--- src/hw/rtl/absep_pkg.sv ---
// shared types and constants of the acknowledged byte-stream endpoint
package absep_pkg;

	localparam int BUFFER_BYTES = 64;
	localparam int MAX_PAYLOAD  = 32;

	typedef enum logic [2:0] {
		CMD_WRITE  = 3'd0,
		CMD_READ   = 3'd1,
		CMD_PEEK   = 3'd2,
		CMD_FLUSH  = 3'd3,
		CMD_RXHDR  = 3'd4,
		CMD_RXBYTE = 3'd5,
		CMD_TICK   = 3'd6,
		CMD_NOP    = 3'd7
	} cmd_t;

	typedef enum logic [1:0] {
		KIND_LOCAL   = 2'd0,
		KIND_HEADER  = 2'd1,
		KIND_PAYLOAD = 2'd2,
		KIND_RSVD    = 2'd3
	} kind_t;

	typedef enum logic [1:0] {
		ST_IDLE,
		ST_REPLY,
		ST_HEADER,
		ST_PAYLOAD
	} state_t;

	localparam logic [1:0] REG_AUTOFLUSH = 2'd0;
	localparam logic [1:0] REG_OWN_ADDR  = 2'd1;
	localparam logic [1:0] REG_STREAM    = 2'd2;

	// input item
	typedef struct packed {
		logic [5:0] rx_payload_count;
		logic [7:0] rx_peer_id;
		logic [7:0] rx_ack_id;
		logic [6:0] rx_ack_bytes;
		logic [7:0] rx_register;
		logic [7:0] rx_dest_addr;
		logic [7:0] data_byte;
	} in_item_t;

	// controller to datapath
	typedef struct packed {
		logic exec;       // apply the accepted item to the state
		logic start_pkt;  // reset payload index and tick count
		logic next_byte;  // step the payload read index
	} dp_cmd_t;

	// datapath to controller
	typedef struct packed {
		logic send;       // item causes a packet
		logic more;       // payload bytes remain after the current one
		logic has_pay;    // packet has any payload
	} dp_sts_t;

endpackage

--- src/hw/rtl/ack_byte_stream_endpoint.sv ---
// top level of the acknowledged byte-stream endpoint
//  channel   dir  handshake              payload
//  s_axis    in   tvalid/tready          tuser command, tdata: item fields
//  m_axis    out  tvalid/tready          tdata, tuser kind, tlast
//  cfg       in   cfg_we                 cfg_index, cfg_wdata
// each item passes an accept state and a local reply state; a packet
// then adds a header state and a payload state for its bytes, read
// from the send ring ram. reset clears all control state, the rings
// hold undefined data. an output stall holds the sequencer in place.
module ack_byte_stream_endpoint (
	input  logic        clk,
	input  logic        arst_n,
	input  logic        s_axis_tvalid,
	output logic        s_axis_tready,
	// command[2:0]
	input  logic [2:0]  s_axis_tuser,
	// data_byte[7:0] rx_dest_addr[15:8] rx_register[23:16]
	// rx_ack_bytes[30:24] rx_ack_id[38:31] rx_peer_id[46:39]
	// rx_payload_count[52:47] zero[55:53]
	input  logic [55:0] s_axis_tdata,
	output logic        m_axis_tvalid,
	input  logic        m_axis_tready,
	// data_byte_res[7:0] valid_res[8] stored_count[15:9] tx_ack_bytes[22:16]
	// tx_ack_id[30:23] tx_send_id[38:31] tx_payload_len[44:39] zero[47:45]
	output logic [47:0] m_axis_tdata,
	// kind[1:0]
	output logic [1:0]  m_axis_tuser,
	output logic        m_axis_tlast,
	input  logic        cfg_we,
	input  logic [1:0]  cfg_index,
	input  logic [15:0] cfg_wdata
);
	import absep_pkg::*;

	logic [15:0] autoflush_q;
	logic [7:0]  own_addr_q, stream_q;
	in_item_t    item_in;
	dp_cmd_t     dcmd;
	dp_sts_t     dsts;
	logic        in_fire, out_load, out_last, out_busy;
	kind_t       out_kind;
	logic [7:0]  reply_byte, pay_byte, ack_id, send_id;
	logic        reply_valid;
	logic [6:0]  recv_count, ack_bytes;
	logic [5:0]  pkt_len;

	assign in_fire  = s_axis_tvalid && s_axis_tready;
	assign out_busy = m_axis_tvalid && !m_axis_tready;

	// the item is applied at the edge that accepts the transfer
	assign item_in = s_axis_tdata[52:0];

	// configuration registers
	always_ff @(posedge clk or negedge arst_n) begin
		if (!arst_n) begin
			autoflush_q <= '0;
			own_addr_q  <= '0;
			stream_q    <= '0;
		end else if (cfg_we) begin
			unique case (cfg_index)
				REG_AUTOFLUSH: autoflush_q <= cfg_wdata;
				REG_OWN_ADDR:  own_addr_q  <= cfg_wdata[7:0];
				REG_STREAM:    stream_q    <= cfg_wdata[7:0];
				default: ;
			endcase
		end
	end

	absep_ctrl u_ctrl (
		.clk      (clk),
		.arst_n   (arst_n),
		.in_fire  (in_fire),
		.out_busy (out_busy),
		.sts      (dsts),
		.cmd      (dcmd),
		.in_ready (s_axis_tready),
		.out_load (out_load),
		.out_kind (out_kind),
		.out_last (out_last)
	);

	absep_dp u_dp (
		.clk         (clk),
		.arst_n      (arst_n),
		.command     (s_axis_tuser),
		.item        (item_in),
		.cmd         (dcmd),
		.autoflush_q (autoflush_q),
		.own_addr_q  (own_addr_q),
		.stream_q    (stream_q),
		.sts         (dsts),
		.reply_byte  (reply_byte),
		.reply_valid (reply_valid),
		.pay_byte    (pay_byte),
		.recv_count  (recv_count),
		.ack_bytes   (ack_bytes),
		.ack_id      (ack_id),
		.send_id     (send_id),
		.pkt_len     (pkt_len)
	);

	// output register
	always_ff @(posedge clk or negedge arst_n) begin
		if (!arst_n) begin
			m_axis_tvalid <= 1'b0;
		end else if (out_load) begin
			m_axis_tvalid <= 1'b1;
		end else if (m_axis_tready) begin
			m_axis_tvalid <= 1'b0;
		end
	end

	always_ff @(posedge clk) begin
		if (out_load) begin
			m_axis_tuser <= out_kind;
			m_axis_tlast <= out_last;
			unique case (out_kind)
				KIND_HEADER:  m_axis_tdata <= {3'b0, pkt_len, send_id, ack_id, ack_bytes,
						recv_count, 1'b0, 8'd0};
				KIND_PAYLOAD: m_axis_tdata <= {3'b0, 6'd0, 8'd0, 8'd0, 7'd0,
						recv_count, 1'b0, pay_byte};
				default:      m_axis_tdata <= {3'b0, 6'd0, 8'd0, 8'd0, 7'd0,
						recv_count, reply_valid, reply_byte};
			endcase
		end
	end
endmodule

--- src/hw/rtl/absep_ram.sv ---
// generic single-port-write ram with registered read
module absep_ram #(
	parameter int WIDTH = 8,
	parameter int DEPTH = 64
) (
	input  logic                     clk,
	input  logic                     we,
	input  logic [$clog2(DEPTH)-1:0] waddr,
	input  logic [WIDTH-1:0]         wdata,
	input  logic [$clog2(DEPTH)-1:0] raddr,
	output logic [WIDTH-1:0]         rdata
);
	logic [WIDTH-1:0] mem_q [DEPTH];

	// write port and registered read port
	always_ff @(posedge clk) begin
		if (we) begin
			mem_q[waddr] <= wdata;
		end
		rdata <= mem_q[raddr];
	end
endmodule

--- src/hw/rtl/absep_ctrl.sv ---
// controller state machine of the endpoint
module absep_ctrl (
	input  logic                clk,
	input  logic                arst_n,
	input  logic                in_fire,
	input  logic                out_busy,
	input  absep_pkg::dp_sts_t  sts,
	output absep_pkg::dp_cmd_t  cmd,
	output logic                in_ready,
	output logic                out_load,
	output absep_pkg::kind_t    out_kind,
	output logic                out_last
);
	import absep_pkg::*;

	state_t state_q, state_d;

	// next state
	always_comb begin
		state_d = state_q;
		unique case (state_q)
			ST_IDLE:    if (in_fire) state_d = ST_REPLY;
			ST_REPLY:   if (!out_busy) state_d = sts.send ? ST_HEADER : ST_IDLE;
			ST_HEADER:  if (!out_busy) state_d = sts.has_pay ? ST_PAYLOAD : ST_IDLE;
			ST_PAYLOAD: if (!out_busy && !sts.more) state_d = ST_IDLE;
			default:    state_d = ST_IDLE;
		endcase
	end

	// outputs
	always_comb begin
		cmd      = '0;
		in_ready = 1'b0;
		out_load = 1'b0;
		out_kind = KIND_LOCAL;
		out_last = 1'b0;
		unique case (state_q)
			ST_IDLE: begin
				in_ready = 1'b1;
				cmd.exec = in_fire;
			end
			ST_REPLY: begin
				out_load      = !out_busy;
				out_last      = !sts.send;
				cmd.start_pkt = !out_busy && sts.send;
			end
			ST_HEADER: begin
				out_load      = !out_busy;
				out_kind      = KIND_HEADER;
				out_last      = !sts.has_pay;
			end
			ST_PAYLOAD: begin
				out_load      = !out_busy;
				out_kind      = KIND_PAYLOAD;
				out_last      = !sts.more;
				cmd.next_byte = !out_busy;
			end
			default: ;
		endcase
	end

	// state register
	always_ff @(posedge clk or negedge arst_n) begin
		if (!arst_n) begin
			state_q <= ST_IDLE;
		end else begin
			state_q <= state_d;
		end
	end
endmodule

--- src/hw/rtl/absep_dp.sv ---
// datapath of the endpoint: rings, counters, acknowledge logic
module absep_dp (
	input  logic                clk,
	input  logic                arst_n,
	input  logic [2:0]          command,
	input  absep_pkg::in_item_t item,
	input  absep_pkg::dp_cmd_t  cmd,
	input  logic [15:0]         autoflush_q,
	input  logic [7:0]          own_addr_q,
	input  logic [7:0]          stream_q,
	output absep_pkg::dp_sts_t  sts,
	output logic [7:0]          reply_byte,
	output logic                reply_valid,
	output logic [7:0]          pay_byte,
	output logic [6:0]          recv_count,
	output logic [6:0]          ack_bytes,
	output logic [7:0]          ack_id,
	output logic [7:0]          send_id,
	output logic [5:0]          pkt_len
);
	import absep_pkg::*;

	localparam int AW = $clog2(BUFFER_BYTES);
	localparam int CW = $clog2(BUFFER_BYTES + 1);
	localparam int PW = $clog2(MAX_PAYLOAD + 1);
	localparam logic [CW-1:0] BUF_N = CW'(BUFFER_BYTES);
	localparam logic [CW-1:0] MAX_N = CW'(MAX_PAYLOAD);

	logic [AW-1:0] send_head_q, recv_head_q;
	logic [CW-1:0] send_count_q, recv_count_q;
	logic [7:0]    out_id_q, id_ctr_q, ack_id_q, peer_q;
	logic [PW-1:0] plen_q, acc_rem_q, pidx_q;
	logic [CW-1:0] ackb_q;
	logic [15:0]   ticks_q;
	logic          send_q, valid_q, rd_ok_q, fresh_q;
	logic [7:0]    rbyte_q;

	logic [7:0]    next_id;
	logic          hdr_ok, ack_match, s_we, r_we;
	logic [CW-1:0] ackb, rem_cnt, space, take;
	logic [6:0]    cnt_ext;
	logic [7:0]    recv_rd;

	cmd_t c;
	assign c = cmd_t'(command);

	// fresh nonzero packet id
	assign next_id = (id_ctr_q == 8'hFF) ? 8'd1 : id_ctr_q + 8'd1;

	// header checks
	assign hdr_ok    = item.rx_dest_addr == own_addr_q && item.rx_register == stream_q;
	assign ack_match = item.rx_ack_id == out_id_q;

	// acknowledged byte count, nothing when idle, clamped to the queued bytes
	always_comb begin
		ackb = (out_id_q == 8'd0) ? '0 : CW'(item.rx_ack_bytes);
		if (ackb > send_count_q)
			ackb = send_count_q;
	end
	assign rem_cnt = send_count_q - ackb;
	assign space   = BUF_N - recv_count_q;
	assign cnt_ext = 7'(item.rx_payload_count);
	assign take    = (7'(cnt_ext) > 7'(space)) ? space : CW'(cnt_ext);

	// send ring write on accepted write command, receive ring write on accepted rx byte
	assign s_we = cmd.exec && c == CMD_WRITE && send_count_q < BUF_N;
	assign r_we = cmd.exec && c == CMD_RXBYTE && acc_rem_q != '0 && recv_count_q < BUF_N;

	// payload read address runs one byte ahead only when the current byte leaves
	absep_ram #(.WIDTH(8), .DEPTH(BUFFER_BYTES)) u_send_ram (
		.clk   (clk),
		.we    (s_we),
		.waddr (AW'(send_head_q + AW'(send_count_q))),
		.wdata (item.data_byte),
		.raddr (AW'(send_head_q + AW'(pidx_q) + AW'(cmd.next_byte))),
		.rdata (pay_byte)
	);

	absep_ram #(.WIDTH(8), .DEPTH(BUFFER_BYTES)) u_recv_ram (
		.clk   (clk),
		.we    (r_we),
		.waddr (AW'(recv_head_q + AW'(recv_count_q))),
		.wdata (item.data_byte),
		.raddr (recv_head_q),
		.rdata (recv_rd)
	);

	// state update
	always_ff @(posedge clk or negedge arst_n) begin
		if (!arst_n) begin
			send_head_q  <= '0;
			send_count_q <= '0;
			out_id_q     <= '0;
			id_ctr_q     <= '0;
			plen_q       <= '0;
			ackb_q       <= '0;
			ack_id_q     <= '0;
			peer_q       <= '0;
			recv_head_q  <= '0;
			recv_count_q <= '0;
			acc_rem_q    <= '0;
			ticks_q      <= '0;
			send_q       <= 1'b0;
			valid_q      <= 1'b0;
			rd_ok_q      <= 1'b0;
			fresh_q      <= 1'b0;
			rbyte_q      <= '0;
			pidx_q       <= '0;
		end else begin
			// hold the read byte while the reply waits
			fresh_q <= cmd.exec;
			if (fresh_q) begin
				rbyte_q <= recv_rd;
			end
			if (cmd.start_pkt) begin
				ticks_q <= '0;
				pidx_q  <= '0;
			end
			if (cmd.next_byte) begin
				pidx_q <= pidx_q + 1'b1;
			end
			if (cmd.exec) begin
				send_q  <= 1'b0;
				valid_q <= 1'b0;
				rd_ok_q <= 1'b0;
				unique case (c) inside
					CMD_WRITE: begin
						if (send_count_q < BUF_N) begin
							send_count_q <= send_count_q + 1'b1;
							valid_q      <= 1'b1;
							if ((send_count_q + 1'b1 >= MAX_N ||
									(autoflush_q != '0 && ticks_q > autoflush_q))
									&& out_id_q == 8'd0) begin
								out_id_q <= next_id;
								id_ctr_q <= next_id;
								plen_q   <= PW'((send_count_q + 1'b1 > MAX_N) ? MAX_N
										: send_count_q + 1'b1);
								send_q   <= 1'b1;
							end
						end
					end
					CMD_READ, CMD_PEEK: begin
						if (recv_count_q != '0) begin
							valid_q <= 1'b1;
							rd_ok_q <= 1'b1;
							if (c == CMD_READ) begin
								recv_head_q  <= recv_head_q + 1'b1;
								recv_count_q <= recv_count_q - 1'b1;
							end
						end
					end
					CMD_FLUSH: begin
						if (out_id_q == 8'd0 && send_count_q != '0) begin
							out_id_q <= next_id;
							id_ctr_q <= next_id;
							plen_q   <= PW'((send_count_q > MAX_N) ? MAX_N : send_count_q);
							send_q   <= 1'b1;
							valid_q  <= 1'b1;
						end
					end
					CMD_RXHDR: begin
						acc_rem_q <= '0;
						if (hdr_ok) begin
							valid_q <= 1'b1;
							if (ack_match) begin
								send_head_q  <= AW'(send_head_q + AW'(ackb));
								send_count_q <= rem_cnt;
								if (rem_cnt != '0) begin
									out_id_q <= next_id;
									id_ctr_q <= next_id;
									plen_q   <= PW'((rem_cnt > MAX_N) ? MAX_N : rem_cnt);
									send_q   <= 1'b1;
								end else begin
									out_id_q <= '0;
									plen_q   <= '0;
								end
							end else begin
								send_q <= 1'b1;
							end
							if (item.rx_peer_id != 8'd0) begin
								if (item.rx_peer_id != peer_q) begin
									peer_q    <= item.rx_peer_id;
									ackb_q    <= take;
									ack_id_q  <= item.rx_peer_id;
									acc_rem_q <= PW'(take);
								end
								send_q <= 1'b1;
							end
						end
					end
					CMD_RXBYTE: begin
						if (r_we) begin
							recv_count_q <= recv_count_q + 1'b1;
							acc_rem_q    <= acc_rem_q - 1'b1;
							valid_q      <= 1'b1;
						end
					end
					CMD_TICK: begin
						if (ticks_q != 16'hFFFF) ticks_q <= ticks_q + 1'b1;
						valid_q <= 1'b1;
					end
					default: ;
				endcase
			end
		end
	end

	// status and result fields
	assign sts.send    = send_q;
	assign sts.has_pay = plen_q != '0;
	assign sts.more    = (pidx_q + 1'b1) < plen_q;
	assign reply_valid = valid_q;
	assign reply_byte  = rd_ok_q ? (fresh_q ? recv_rd : rbyte_q) : 8'd0;
	assign recv_count  = 7'(recv_count_q);
	assign ack_bytes   = 7'(ackb_q);
	assign ack_id      = ack_id_q;
	assign send_id     = out_id_q;
	assign pkt_len     = 6'(plen_q);
endmodule
--- config.mk ---
export PLATFORM = sky130hd
export DESIGN_NAME = ack_byte_stream_endpoint
export DESIGN_NICKNAME = d
export VERILOG_FILES = /design/src/hw/rtl/absep_pkg.sv /design/src/hw/rtl/ack_byte_stream_endpoint.sv /design/src/hw/rtl/absep_ram.sv /design/src/hw/rtl/absep_ctrl.sv /design/src/hw/rtl/absep_dp.sv
export SDC_FILE = /design/constraint.sdc
export NUM_CORES = 1
export LEC_CHECK = 0
export BUFFER_PORTS_ARGS = -buffer_cell sky130_fd_sc_hd__buf_2
export CAP_MARGIN = 20
export CORE_MARGIN = 8
export CORE_UTILIZATION = 56
export DETAILED_ROUTE_END_ITERATION = 8
export PLACE_DENSITY = 0.76
export SKIP_CTS_REPAIR_TIMING = 1
export SLEW_MARGIN = 20
export SYNTH_ARGS = -nofsm -noshare
export SYNTH_HDL_FRONTEND = slang
export SYNTH_SLANG_ARGS = --single-unit
--- constraint.sdc ---
create_clock -name clk -period 5.19 [get_ports clk]
set_clock_uncertainty 0.15 [all_clocks]
set_input_delay 0.7785 -clock clk [delete_from_list [all_inputs] [get_ports clk]]
set_output_delay 0.7785 -clock clk [all_outputs]
set_load 0.01 [all_outputs]
==> run metrics <==
status=completed; Cell variety after synth=76; Slew headroom=24.6%; CP Class=reg -> reg; worst flop-to-flop path endpoint=u_dp.id_ctr_q[6]; buffers and inverters on the worst path=3; Worst EP required=about 5600 ps; H-tree depth=3; maximum VDD drop=0.329 mV; Root Buffer Master=clkbuf_16; Final HPWL DP=72900 µm; Synth Flop Type=edfxtp_1; Die Y=roughly 320 µm; Core ar.=89900 µm²; Critical Path Max Stage Delay=560 ps; Routed WL per cell=approximately 29 µm; via/cell ratio=6.46; cell depth of the worst flop-to-flop path=20; Synth Area per Inst=18.6 µm²; Final nets=3115; largest net degree at the start of global routing=100; Synth-to-Final Area Change=13.1%; Reg-to-Reg Start=u_dp.send_id[5]; final hold vios=0; DR top layer=met5; Final period util=97.1%; crit path time final=5040 ps; TritonCTS clock tree=done; slowest cell on the critical path=or4_4; initial core utilization=56.3%; #FFs+latches synth=1226; Total GRT Usage=between 20% and 30%; critical path cell sequence=or4_4, or2_4, and2_1, ha_1, a21oi_2, nor2_1, a211oi_2, a21o_4, o21ai_2, buf_4, fa_2, nand2b_4, a21oi_4, xnor2_4, or4_4, nor4_4, buf_6, buf_4, nor4_2, xor2_1; I/O pin cnt=between 100 and 150; Sum Neg Setup Slack=0 ps; Syn Std Cell Area=slightly above 50000 µm²; Slew Viols, Final=0; DRC viols=0; delay-heaviest family, CP=simple AND/OR/NAND/NOR gates; Final setup viols=0; Post-synth EDFFs=1072; CP Launch Type=flip-flop; total die area=100000 µm²; Bufs on Longest Clock Path=3; clk sinks=1226; sequential element share of the synthesized area=a little under three quarters; highest-count cells in the layout ignoring fill and taps=edfxtp_1 (1072), mux4_2 (328), nor2_1 (214), dfrtp_1 (135), buf_2 (119); Post-Synthesis Cells=~2700; Max Clk Rate=198 MHz; worst slew pin tran=1120 ps; async set or reset register ratio after synthesis=11.3%; port buffer count=128; first-pass GRT wire length=179000 µm; GRT overflow=0; clock slew at reported path FFs=roughly 70 ps; Max FO, Critical Path=7; Leak=19.3 nW; ANT cells=0; width of the die=roughly 320 µm; max_cap viols=0; met3 WL=11000 µm; RSZ-0062 raised after global routing=false; routed wire length=about 120000 µm; ANT nets after route=0; Initial DRT Pass Iterations=6; leading cell type in the layout, fill and taps excluded=edfxtp_1; Final Wtd Congestion=0.883; critical path endpoint category=flip-flop; Worst Hold Class=in -> async; Worst Setup SP=u_dp.send_id[5]; CTS buffer count=114; DR iter-0 viols=3384; R2R Setup Slk=150 ps; met1 WL=45500 µm; initial antenna violation count=1; row count=110; vias in the first global route=28200; WP data arrival=approximately 5500 ps; share of cells above drive strength 1=27.4%; YS warnings=0; total power per unit cell area=500 nW/µm²; hold_ws=46.1 ps; clock latency on the worst-skew pair=710 ps; metal2 WL=59700 µm; total number of vias=~27000
[layer usage]
layer / track usage (%) / vias to the layer above
li1: - / 11400
met2: 40.0 / 1549
met3: 4.27 / 262
met5: 0 / -
met4: 8.76 / 2
met1: 31.7 / 14100
[state kept, by name, indices dropped and copies added (netlist names), 2 cells and up]
register and flops:
own_addr_q 8, u_dp.send_head_q 6, u_dp.ticks_q 16, u_dp.send_id 8, u_dp.u_send_ram.mem_q 512, u_dp.send_count_q 7
u_dp.rbyte_q 8, stream_q 8, u_dp.pkt_len 6, u_dp.ack_id 8, u_ctrl.state_q 2, u_dp.u_send_ram.rdata 8
m_axis_tuser 2, u_dp.recv_count 7, u_dp.recv_head_q 6, u_dp.u_recv_ram.rdata 8, m_axis_tdata 45, u_dp.acc_rem_q 6
u_dp.ack_bytes 7, u_dp.pidx_q 6, u_dp.id_ctr_q 8, u_dp.u_recv_ram.mem_q 512, autoflush_q 16
[worst max-delay path by stage]
stage	to	slack (ps)	cells past startpoint
floorplan	u_dp.id_ctr_q[7]	30	20
global placement	u_dp.send_id[6]	-6	20
detailed placement	u_dp.send_id[4]	-30	19
CTS	u_dp.send_id[4]	-60	19
global route	u_dp.id_ctr_q[6]	5	21
finish	u_dp.id_ctr_q[6]	150	20
[stage by stage]
step | instance area [µm²] | power (mW) | setup WS, ps | std cells | utilization, %
after detailed placement | 53200 | 19.9 | -32.5 | 4005 | 59.2
after CTS | 57100 | 28.7 | -61.0 | 4222 | 63.5
after global placement | 53200 | 19.6 | -5.57 | 4005 | 59.2
final | 57300 | 28.7 | 150 | 4230 | 63.7
after global routing | 57300 | 29.6 | 4.89 | 4230 | 63.7
after floorplan | 50700 | 17.3 | 25.8 | 2726 | -
[worst reg2reg max path: cells and delay by family (launching register included)]
family / cells / cell delay, ps
AO/OA/AOI/OAI: 5 / 900
XOR/XNOR: 2 / 260
adder cells (fa/ha/maj): 2 / 710
buffers and inverters: 3 / 440
flip-flops: 1 / 380
AND/OR/NAND/NOR: 8 / 2060
[power by group]
group,leakage [nW],internal [mW],switching (mW)
logic,5.85,4.11,4.38
clock network,1.90,5.04,3.71
registers,11.6,11.1,0.287
[final cells by class]
type / count / area [µm²]
Sequential cell: 1226 / 36000
Fill cell: 5890 / 32600
Multi-Input combinational cell: 1315 / 14200
Clock buffer: 137 / 3010
Tap cell: 1176 / 1470
Timing Repair Buffer: 229 / 1450
Clock inverter: 80 / 906
Inverter: 67 / 251
[logic make-up after synthesis]
logic type / count (synthesis) / synth area share, %
fa+ha+maj: 80 / 2.08
flops: 1226 / 71.0
mux: 393 / 16.0
simple gates: 508 / 4.75
xor+xnor: 105 / 1.82
buf+inv: 186 / 1.45
compound gates: 225 / 2.89
other cells: 1 / 0.00740
[synthesized netlist by cell type (all sizes together), types with 7 or more instances]
cell type | instances | share of area (%)
a21o | 11 | 0.16
or2 | 8 | 0.10
fa | 7 | 0.28
xor2 | 58 | 1.0
nand3 | 34 | 0.34
and3 | 34 | 0.42
nor3 | 13 | 0.13
nor2 | 217 | 1.6
nor4 | 22 | 0.33
and2 | 11 | 0.14
mux2i | 18 | 0.36
o31ai | 8 | 0.12
mux4 | 328 | 15
a21oi | 64 | 0.64
nand2 | 99 | 0.73
nand4 | 19 | 0.23
inv | 66 | 0.49
edfxtp | 1072 | 64
a32o | 8 | 0.16
dfrtp | 138 | 6.8
buf | 39 | 0.36
o21ai | 52 | 0.51
clkbuf | 80 | 0.59
xnor2 | 47 | 0.81
ha | 73 | 1.8
mux2 | 47 | 1.0
nor2b | 22 | 0.27
dfxtp | 16 | 0.63
a211oi | 15 | 0.22
Power figures use the tool's default switching activity.
